--- src/hdl/bbct_pkg.sv ---
// ----------------------------------------------------------------------------
// bbct_pkg
// types and constants of the block buffer cache table
// ----------------------------------------------------------------------------
package bbct_pkg;

	localparam int NUM_SLOTS = 32;
	localparam int IDX_W     = (NUM_SLOTS > 1) ? $clog2(NUM_SLOTS) : 1;
	localparam int SLOT_W    = 5;
	localparam int DEV_W     = 8;
	localparam int BLK_W     = 32;
	localparam int TAG_W     = DEV_W + BLK_W;
	localparam int REF_W     = 8;

	typedef enum logic [1:0] {
		OP_GET     = 2'd0,
		OP_RELEASE = 2'd1,
		OP_PIN     = 2'd2,
		OP_UNPIN   = 2'd3
	} op_t;

	typedef enum logic [1:0] {
		ST_OK         = 2'd0,
		ST_NO_FREE    = 2'd1,
		ST_COUNT_ZERO = 2'd2
	} status_t;

	typedef struct packed {
		op_t               op;
		logic [DEV_W-1:0]  device;
		logic [BLK_W-1:0]  block_number;
		logic [SLOT_W-1:0] slot_in;
	} req_t;

	typedef struct packed {
		logic [SLOT_W-1:0] slot_out;
		logic              hit;
		logic              needs_fill;
		status_t           status;
	} rsp_t;

endpackage

--- src/hdl/bbct_ram.sv ---
// ----------------------------------------------------------------------------
// bbct_ram
// generic single-write, single-read ram with registered read data
// ----------------------------------------------------------------------------
module bbct_ram #(
	parameter int WIDTH = 8,
	parameter int DEPTH = 32
) (
	input  logic                                       clk,
	input  logic                                       we,
	input  logic [((DEPTH > 1) ? $clog2(DEPTH) : 1)-1:0] waddr,
	input  logic [WIDTH-1:0]                           wdata,
	input  logic [((DEPTH > 1) ? $clog2(DEPTH) : 1)-1:0] raddr,
	output logic [WIDTH-1:0]                           rdata
);

	logic [WIDTH-1:0] mem_q [DEPTH];
	logic [WIDTH-1:0] rdata_q;

	always_ff @(posedge clk) begin
		if (we) begin
			mem_q[waddr] <= wdata;
		end
		rdata_q <= mem_q[raddr];
	end

	assign rdata = rdata_q;

endmodule

--- src/hdl/block_buffer_cache_table.sv ---
// get: tag memory scanned one slot per cycle; a miss strobes its result once the last
// slot is compared, a hit goes on through S_REF_RD and S_REF_WR to its result strobe
// release, pin, unpin: count read (S_REF_RD), written (S_REF_WR), result strobe
// one item at a time; busy is high from accept until the result strobe
// reset clears in-use and count-valid flags at once, no memory clearing pass
// ----------------------------------------------------------------------------
// block_buffer_cache_table
// buffer slot table with lookup by device and block, and reference counts
// ----------------------------------------------------------------------------
module block_buffer_cache_table
	import bbct_pkg::*;
(
	input  logic clk,
	input  logic arst_n,
	input  logic start,
	output logic busy,
	input  req_t req,
	output logic done,
	output rsp_t rsp
);

	typedef enum logic [1:0] {
		S_IDLE,
		S_SCAN,
		S_REF_RD,
		S_REF_WR
	} state_t;

	localparam logic [IDX_W-1:0] LAST_IDX = IDX_W'(NUM_SLOTS - 1);
	localparam logic [REF_W-1:0] REF_MAX  = '1;
	localparam logic [REF_W-1:0] REF_ONE  = REF_W'(1);

	state_t               state_q;
	req_t                 req_q;
	logic                 in_range_q;
	logic [IDX_W-1:0]     idx_q;
	logic                 issue_done_q;
	logic [IDX_W-1:0]     idx_s1;
	logic                 vld_s1;
	logic                 free_found_q;
	logic [IDX_W-1:0]     free_idx_q;
	logic [IDX_W-1:0]     target_q;
	logic [NUM_SLOTS-1:0] in_use_q;
	logic [NUM_SLOTS-1:0] refs_vld_q;
	logic                 done_q;
	rsp_t                 rsp_q;

	logic [TAG_W-1:0] tag_rdata;
	logic [REF_W-1:0] refs_rdata;

	logic             tag_match;
	logic             scan_last;
	logic             free_now;
	logic             free_any;
	logic [IDX_W-1:0] free_slot;
	logic             claim;
	logic [REF_W-1:0] ref_cur;
	logic [REF_W-1:0] ref_inc;
	logic [REF_W-1:0] ref_dec;
	logic             is_up;
	logic             upd;
	logic             refs_we;
	logic [IDX_W-1:0] refs_waddr;
	logic [REF_W-1:0] refs_wdata;

	always_comb begin
		tag_match  = vld_s1 && in_use_q[idx_s1]
			&& (tag_rdata == {req_q.device, req_q.block_number});
		scan_last  = vld_s1 && (idx_s1 == LAST_IDX);
		free_now   = vld_s1 && !in_use_q[idx_s1];
		free_any   = free_found_q || free_now;
		free_slot  = free_found_q ? free_idx_q : idx_s1;
		claim      = (state_q == S_SCAN) && scan_last && !tag_match && free_any;
		ref_cur    = refs_vld_q[target_q] ? refs_rdata : '0;
		ref_inc    = (ref_cur == REF_MAX) ? ref_cur : ref_cur + REF_ONE;
		ref_dec    = ref_cur - REF_ONE;
		is_up      = (req_q.op == OP_GET) || (req_q.op == OP_PIN);
		upd        = (state_q == S_REF_WR) && in_range_q && (is_up || (ref_cur != '0));
		refs_we    = claim || upd;
		refs_waddr = claim ? free_slot : target_q;
		refs_wdata = claim ? REF_ONE : (is_up ? ref_inc : ref_dec);
	end

	bbct_ram #(
		.WIDTH(TAG_W),
		.DEPTH(NUM_SLOTS)
	) u_tag_ram (
		.clk  (clk),
		.we   (claim),
		.waddr(free_slot),
		.wdata({req_q.device, req_q.block_number}),
		.raddr(idx_q),
		.rdata(tag_rdata)
	);

	bbct_ram #(
		.WIDTH(REF_W),
		.DEPTH(NUM_SLOTS)
	) u_refs_ram (
		.clk  (clk),
		.we   (refs_we),
		.waddr(refs_waddr),
		.wdata(refs_wdata),
		.raddr(target_q),
		.rdata(refs_rdata)
	);

	always_ff @(posedge clk or negedge arst_n) begin
		if (!arst_n) begin
			state_q      <= S_IDLE;
			req_q        <= '0;
			in_range_q   <= 1'b0;
			idx_q        <= '0;
			issue_done_q <= 1'b0;
			idx_s1       <= '0;
			vld_s1       <= 1'b0;
			free_found_q <= 1'b0;
			free_idx_q   <= '0;
			target_q     <= '0;
			in_use_q     <= '0;
			refs_vld_q   <= '0;
			done_q       <= 1'b0;
			rsp_q        <= '0;
		end else begin
			done_q <= 1'b0;
			case (state_q)
				S_IDLE: begin
					if (start) begin
						req_q        <= req;
						in_range_q   <= (req.op == OP_GET)
							|| (9'(req.slot_in) < 9'(NUM_SLOTS));
						target_q     <= IDX_W'(req.slot_in);
						idx_q        <= '0;
						issue_done_q <= 1'b0;
						vld_s1       <= 1'b0;
						free_found_q <= 1'b0;
						state_q      <= (req.op == OP_GET) ? S_SCAN : S_REF_RD;
					end
				end
				S_SCAN: begin
					if (!issue_done_q) begin
						idx_s1 <= idx_q;
						vld_s1 <= 1'b1;
						if (idx_q == LAST_IDX) begin
							issue_done_q <= 1'b1;
						end else begin
							idx_q <= idx_q + IDX_W'(1);
						end
					end else begin
						vld_s1 <= 1'b0;
					end
					if (tag_match) begin
						target_q <= idx_s1;
						state_q  <= S_REF_RD;
					end else begin
						if (free_now && !free_found_q) begin
							free_found_q <= 1'b1;
							free_idx_q   <= idx_s1;
						end
						if (scan_last) begin
							done_q  <= 1'b1;
							state_q <= S_IDLE;
							if (free_any) begin
								in_use_q[free_slot]   <= 1'b1;
								refs_vld_q[free_slot] <= 1'b1;
								rsp_q.slot_out        <= SLOT_W'(free_slot);
								rsp_q.hit             <= 1'b0;
								rsp_q.needs_fill      <= 1'b1;
								rsp_q.status          <= ST_OK;
							end else begin
								rsp_q.slot_out   <= '0;
								rsp_q.hit        <= 1'b0;
								rsp_q.needs_fill <= 1'b0;
								rsp_q.status     <= ST_NO_FREE;
							end
						end
					end
				end
				S_REF_RD: begin
					state_q <= S_REF_WR;
				end
				S_REF_WR: begin
					done_q           <= 1'b1;
					state_q          <= S_IDLE;
					rsp_q.slot_out   <= (req_q.op == OP_GET)
						? SLOT_W'(target_q) : req_q.slot_in;
					rsp_q.hit        <= (req_q.op == OP_GET);
					rsp_q.needs_fill <= 1'b0;
					rsp_q.status     <= (in_range_q && !is_up && (ref_cur == '0))
						? ST_COUNT_ZERO : ST_OK;
					if (upd) begin
						refs_vld_q[target_q] <= 1'b1;
						if ((req_q.op == OP_RELEASE) && (ref_cur == REF_ONE)) begin
							in_use_q[target_q] <= 1'b0;
						end
					end
				end
				default: begin
					state_q <= S_IDLE;
				end
			endcase
		end
	end

	assign busy = (state_q != S_IDLE);
	assign done = done_q;
	assign rsp  = rsp_q;

endmodule

--- config.mk ---
export PLATFORM = sky130hd
export DESIGN_NAME = block_buffer_cache_table
export DESIGN_NICKNAME = d
export VERILOG_FILES = /design/src/hdl/bbct_pkg.sv /design/src/hdl/bbct_ram.sv /design/src/hdl/block_buffer_cache_table.sv
export SDC_FILE = /design/constraint.sdc
export NUM_CORES = 2
export LEC_CHECK = 0
export BUFFER_PORTS_ARGS = -buffer_cell sky130_fd_sc_hd__buf_2
export CAP_MARGIN = 20
export CORE_MARGIN = 2
export CORE_UTILIZATION = 39
export DETAILED_ROUTE_END_ITERATION = 10
export GPL_TIMING_DRIVEN = 0
export MAX_ROUTING_LAYER = met4
export PLACE_DENSITY_LB_ADDON = 0.05
export SLEW_MARGIN = 15
export SYNTH_ARGS = -nofsm -noshare
export SYNTH_HDL_FRONTEND = slang
export SYNTH_HIERARCHICAL = 1
export SYNTH_SLANG_ARGS = --single-unit
--- constraint.sdc ---
create_clock -name clk -period 6.3 [get_ports clk]
set_input_delay 0.315 -clock clk [delete_from_list [all_inputs] [get_ports clk]]
set_output_delay 0.315 -clock clk [all_outputs]
set_load 0.005 [all_outputs]
# Yosys cells after proc, flatten, opt, wreduce, memory -nomap -nowiden
# Memory sizes are Yosys's and may differ from the RTL's. A register that Yosys moved wholly into a read port is not among the register bits.
# Cells that the tools add are included.
dict set report classes {
  add_sub_neg 3
  order_cmp 5
  n_eq_ne 21
  muxes 59
  bitwise_logic 7
  n_reduce_logical 42
}
# cell n
set ops {}
lappend ops {{two-way mux 32 bit} 9}
lappend ops {{one-hot mux 32 bit (2 select lines)} 2}
lappend ops {{bitwise OR 32 bit} 3}
lappend ops {{== test 40 bit} 1}
lappend ops {{two-way mux 5 bit} 8}
lappend ops {{AND 32 bit} 1}
lappend ops {{two-way mux 8 bit} 4}
lappend ops {{NOT 32 bit} 1}
lappend ops {{two-way mux 9 bit} 3}
lappend ops {{one-hot mux 5 bit (2 select lines)} 2}
lappend ops {{less-than comparator 5 x 6 -> 1 bit, second input constant} 3}
lappend ops {{one-hot mux 9 bit (2 select lines)} 1}
lappend ops {{two-way mux 1 bit} 16}
lappend ops {{inequality test 2 bit, second input constant} 8}
lappend ops {{logical AND 1 bit} 15}
lappend ops {{binary-select mux 1 bit (select 5 bit)} 2}
lappend ops {{demux 1 bit (select 5 bit)} 2}
lappend ops {{== test 5 bit, second input constant} 2}
lappend ops {{>= comparator 5 x 1 -> 1 bit, second input constant} 2}
lappend ops {{two-way mux 2 bit} 5}
lappend ops {{AND reduction 3 bit} 3}
lappend ops {{adder 8 x 1 -> 8 bit, second input constant} 1}
lappend ops {{== test 8 x 1 -> 1 bit, second input constant} 1}
lappend ops {{== test 8 bit, second input constant} 1}
lappend ops {{other kinds (19)} 41}
dict set report word_totals {
  regBits 147
  mem_bits_rw 1536
  mem_count 2
}
# name depth word_bits rd rd_clocked_by_memory_dff wr line_no
set mem_list {}
lappend mem_list {u_tag_ram.mem_q 32 40 1 1 1 bbct_ram.sv:17} ;# logic [WIDTH-1:0] mem_q [DEPTH];
lappend mem_list {u_refs_ram.mem_q 32 8 1 1 1 bbct_ram.sv:17}

# Longest topological paths before layout
dict set report depth {
  depth_word 10
  mapped_depth 18
  depth_no_buf 15
}

# Modules after synthesis
# Netlist, hierarchy kept.
# module instances cells_each area_each_um2 seq_area_each_um2
set modules_own_cells {}
lappend modules_own_cells {{bbct_ram at u_tag_ram} 1 2813 50564.7 39237.6}
lappend modules_own_cells {{bbct_ram at u_refs_ram} 1 417 10053.4 7847.5}
lappend modules_own_cells {block_buffer_cache_table 1 927 8226.6 3678.5}

# Least setup slack after synthesis
# Ideal clock, no wire load.
dict set report synth_path {
  path_kind {reg-to-reg}
  startpoint {reg idx_s1[0]}
  endpoint {mem u_tag_ram/mem_q[28][0] (netlist name), enable pin}
  setup_time_ps 438
  t_arrival_ps 4647
  path_slack_ps 1216
  path_stages_with_launch 13
  synth_period_minus_slack_ps 5084
  path_cell_list {dfrtp_1 -> buf_6 -> mux4_2 -> mux2_2 -> a211oi_1 -> a311o_1 -> nor3_1 -> o21ai_2 -> nand2_1 -> inv_1 -> or3b_2 -> clkbuf_1 -> nor2_1}
}
dict set report synth_between {
  elab_chain_cells 9
  word_cells_on_any_way 16
}
# element line_no
set synth_rtl {}
lappend synth_rtl {{from (decl)} block_buffer_cache_table.sv:38} ;# logic [IDX_W-1:0] idx_s1;
lappend synth_rtl {{from (signal assigned)} block_buffer_cache_table.sv:142} ;# idx_s1 <= idx_q;
lappend synth_rtl {{binary-select mux 1 bit (select 5 bit)} {block_buffer_cache_table.sv:67, block_buffer_cache_table.sv:70}}
lappend synth_rtl {{two-way mux 1 bit (implied by the code)} {block_buffer_cache_table.sv:67, block_buffer_cache_table.sv:70}}
lappend synth_rtl {{logical AND 1 bit} block_buffer_cache_table.sv:67} ;# tag_match = vld_s1 && in_use_q[idx_s1]
lappend synth_rtl {{logical AND 1 bit} block_buffer_cache_table.sv:68} ;# && (tag_rdata == {req_q.device, req_q.block_number});
lappend synth_rtl {{logical NOT 1 bit} block_buffer_cache_table.sv:73} ;# claim = (state_q == S_SCAN) && scan_last && !tag_match && free_any;
lappend synth_rtl {{logical AND 1 bit} block_buffer_cache_table.sv:73}
lappend synth_rtl {{logical AND 1 bit (*)} block_buffer_cache_table.sv:73}
lappend synth_rtl {{via claim} block_buffer_cache_table.sv:56} ;# logic claim;
lappend synth_rtl {{two-way mux 1 bit (*)} bbct_ram.sv:21} ;# if (we) begin
lappend synth_rtl {{two-way mux 1 bit (implied by the code) (*)} bbct_ram.sv:22} ;# mem_q[waddr] <= wdata;
lappend synth_rtl {{to (decl)} bbct_ram.sv:17}
# Mark *: on every way through the listed nets, which the timed path passes. The rest lies on a longest branch. The select of a mux whose other input is x is not followed.

# Worst setup path in the final report
dict set report layout_path {
  startpoint {reg target_q[4]}
  endpoint {mem u_refs_ram.mem_q[128][6], in the netlist u_refs_ram/mem_q[16][6], enable pin}
}
dict set report layout_between {
  elab_chain_cells 9
  word_cells_on_any_way 10
}
# element line_no
set layout_rtl {}
lappend layout_rtl {{from (decl)} block_buffer_cache_table.sv:42} ;# logic [IDX_W-1:0] target_q;
lappend layout_rtl {{from (signal assigned)} block_buffer_cache_table.sv:132} ;# target_q <= IDX_W'(req.slot_in);
lappend layout_rtl {{from (signal assigned)} block_buffer_cache_table.sv:153} ;# target_q <= idx_s1;
lappend layout_rtl {{binary-select mux 1 bit (select 5 bit)} block_buffer_cache_table.sv:74} ;# ref_cur = refs_vld_q[target_q] ? refs_rdata : '0;
lappend layout_rtl {{two-way mux 1 bit (implied by the code)} block_buffer_cache_table.sv:74}
lappend layout_rtl {{two-way mux 8 bit} block_buffer_cache_table.sv:74}
lappend layout_rtl {{nonzero test 8 bit} block_buffer_cache_table.sv:78} ;# upd = (state_q == S_REF_WR) && in_range_q && (is_up || (ref_cur != '0));
lappend layout_rtl {{logical OR 1 bit} block_buffer_cache_table.sv:78}
lappend layout_rtl {{logical AND 1 bit} block_buffer_cache_table.sv:78}
lappend layout_rtl {{logical OR 1 bit} block_buffer_cache_table.sv:79} ;# refs_we = claim || upd;
lappend layout_rtl {{via refs_we} block_buffer_cache_table.sv:62} ;# logic refs_we;
lappend layout_rtl {{two-way mux 1 bit} bbct_ram.sv:21}
lappend layout_rtl {{two-way mux 1 bit (implied by the code)} bbct_ram.sv:22}
lappend layout_rtl {{to (decl)} bbct_ram.sv:17}
# The timed path passes the listed nets, and every way through them passes these cells. The select of a mux whose other input is x is not followed.

==> impl_metrics.env <==
export IMPL_ys_seq_area_share_pct=73.7
export IMPL_critPathRequiredTime_ps=6750
export IMPL_worst_slew_pin_slew_ps=1180
export IMPL_die_h_um=424
export IMPL_grtUsageTotal_pct=22.8
export IMPL_synth_distinct_cells=64
export IMPL_status="finished, final reports clean"
export IMPL_skew_ps=41.5
export IMPL_p_per_area_mw_per_mm2=469
export IMPL_vias_per_cell=5.39
export IMPL_drv_slew=0
export IMPL_dpl_hpwl_um=131000
export IMPL_grt_pass1_wl_um=282000
export IMPL_final_antenna_net_count=0
export IMPL_cts_sinks=1731
export IMPL_synth_top_family_by_area="multiplexers"
export IMPL_synth_async_reset_ratio_pct=8.49
export IMPL_finalCriticalPeriod_ps=6140
export IMPL_io_pins=61
export IMPL_crit_path_max_fanout=13
export IMPL_ir_drop_mv=0.315
export IMPL_fin_nets=4590
export IMPL_hold_viol=0
export IMPL_cts_buffer_depth=3
export IMPL_critPathMaxStageDelay_ps=790
export IMPL_cp_end_kind="flop"
export IMPL_layout_setup_ws_ps=163
export IMPL_drt_iter0_markers=3274
export IMPL_gp_congestion=0.834
export IMPL_overflow=0
export IMPL_p_leak_nw=28.0
export IMPL_synth_edff_count=1536
export IMPL_fin_crit_sh_pct=97.4
export IMPL_cp_cell_sequence="buf_1 -> nand3b_1 -> o221ai_1 -> a22oi_1 -> nand3b_1 -> clkbuf_1 -> nand2_1 -> ha_1 -> o211ai_2 -> inv_1 -> o21ai_2 -> buf_2 -> or3b_2 -> clkbuf_1 -> nor2_1"
export IMPL_clk_latency_ps=840
export IMPL_worst_path_max_delay_cell="nor2_1"
export IMPL_clk_pin_slew_ps=60
export IMPL_rows=154
export IMPL_ctsHtreeMaxLevel=4
export IMPL_cts_buffers=188
export IMPL_fmax_mhz=163
export IMPL_ys_seq_elements=1731
export IMPL_synth_fp_nets=4213
export IMPL_critPathKind="reg -> reg"
export IMPL_yosys_area_share_xor_xnor_pct=0.611
export IMPL_drive_gt1_share_pct=15.2
export IMPL_muxShareOfSynthArea_pct=12.9
export IMPL_r2r_slack_ps=160
export IMPL_drt_pass1_iterations=5
export IMPL_crit_path_start_kind="flop"
export IMPL_first_global_vias=37800
export IMPL_hold_path_class="in -> async"
export IMPL_wl_per_cell_um=28.3
export IMPL_synth_simple_area_share_pct=4.92
export IMPL_dieArea_mm2=0.180
export IMPL_rsz0062_at_grt="yes"
export IMPL_start_util_pct=39.2
export IMPL_cts_tree="yes"
export IMPL_finalSetupTns_ps=0
export IMPL_root_buffer="clkbuf_16"
export IMPL_drc_errors=0
export IMPL_arrival_ps=6590
export IMPL_vias=38000
export IMPL_synthFlopType="edfxtp_1"
export IMPL_synth_fa_ha_area_share_pct=0.109
export IMPL_synth_cells=4157
export IMPL_syn_area_mm2=0.0688
export IMPL_core_mm2=0.176
export IMPL_wl_um=199000
export IMPL_avgSynthCellArea_um2=16.6
export IMPL_port_buffers=60
export IMPL_setup_viol=0
export IMPL_syn_to_final_growth_pct=17.1
export IMPL_preCtsSetupSlack_ps=25.3
export IMPL_relSlewSlack_pct=20.7
export IMPL_die_x_um=424
export IMPL_drv_cap=0
export IMPL_ys_warn_count=6
export IMPL_synth_compound_area_share_pct=5.53
export IMPL_antenna_found_initial=8
export IMPL_grt_max_degree=89
## stage by stage
step	hold WS (ps)	area [um2]	total power, mW	instances	util (%)
after floorplan	19.4	68800	22.3	4157	-
after global placement	436	72100	27.1	6557	41.0
after detailed placement	345	74000	27.5	6634	42.1
after CTS	11.8	80500	38.3	7038	45.8
after global routing	68.5	80600	39.4	7040	45.8
final	61.1	80600	37.8	7046	45.9
## cells in the mapped netlist, types with 33 or more instances
library cell | n | area share, %
o22ai_1 | 65 | 0.59
buf_2 | 42 | 0.31
dfrtp_1 | 147 | 5.3
a21oi_1 | 165 | 1.2
dfxtp_1 | 48 | 1.4
edfxtp_1 | 1536 | 67
a22oi_1 | 123 | 1.3
nand2_1 | 321 | 1.8
a22o_1 | 82 | 1.0
clkbuf_1 | 98 | 0.53
nor3_1 | 49 | 0.36
a31oi_1 | 47 | 0.43
buf_6 | 35 | 0.57
a21o_1 | 33 | 0.36
nand3_1 | 175 | 1.3
mux4_2 | 87 | 2.8
inv_1 | 52 | 0.28
mux2i_1 | 672 | 9.8
nor2_1 | 104 | 0.57
## worst max-delay path, delay by kind of cell (launching register included)
family          cells  cell delay [ps]
simple gates        5             2230
fa+ha+maj           1              240
buf+inv             5             1720
flops               1              470
compound gates      4             1050
## metal layers
| layer | global-route usage [%] | wire [um] | vias up |
|---|---|---|---|
| met5 | - | 0 | - |
| met4 | 6.21 | 4820 | 0 |
| li1 | - | - | 17000 |
| met3 | 3.08 | 10100 | 229 |
| met2 | 35.3 | 94200 | 944 |
| met1 | 31.7 | 90200 | 19800 |
## path summary, 6_finish.rpt
check                                from                      end  cells past startpoint
max                           target_q[4]  u_refs_ram/mem_q[16][6]                     15
min                                arst_n                req_q[43]                      2
max reg2reg                   target_q[4]  u_refs_ram/mem_q[16][6]                     15
min reg2reg                refs_vld_q[19]           refs_vld_q[19]                      1
max in group asynchronous          arst_n                 req_q[5]                      3
min in group clk                  req[28]                req_q[28]                      4
## cell type report
type / count / area, um2
Sequential cell: 1731 / 50800
Clock inverter: 86 / 836
Antenna cell: 7 / 17.5
Timing Repair Buffer: 187 / 2440
Tap cell: 2340 / 2930
Multi-Input combinational cell: 2146 / 16900
Fill cell: 15400 / 95100
Clock buffer: 269 / 5160
Buffer: 228 / 1300
Inverter: 52 / 195
## report_power, final
part	internal, mW	leakage, nW	switching (mW)
combinational	3.73	8.83	7.05
clock	6.11	2.93	4.59
sequential	14.8	16.2	1.49
total	24.7	28.0	13.1
## logic make-up after synthesis
kind of cell,count (synthesis)
XOR/XNOR,48
AO/OA/AOI/OAI,568
buffers and inverters,280
adder cells (fa/ha/maj),6
AND/OR/NAND/NOR,746
multiplexers,778
flip-flops,1731
## state kept, by name, indices dropped and copies added (netlist names), 8 cells and up
register	flops
in_use_q	32
refs_vld_q	32
req_q	47
rsp	9
u_refs_ram/mem_q	256
u_refs_ram/rdata	8
u_tag_ram/mem_q	1280
u_tag_ram/rdata	40
## cell usage in the layout, fill, tap and decap left out, drive strengths merged, types with 60 or more instances in the layout
cell       n
dfrtp    147
edfxtp  1536
a22oi    123
nand3    175
a21oi    165
mux4      87
inv       60
clkbuf   370
nand2    321
nor2     105
a22o      82
mux2i    672
o22ai     65
buf      265
clkinv    67
## timing repair
action | in CTS | in global routing
setup buffers | 0 | 0
setup endpoints to repair | 0 | 137
hold buffers | 49 | 0
hold endpoints to repair | 146 | 0
gates resized for setup | 0 | 4
(Power assumes the default switching activity.)
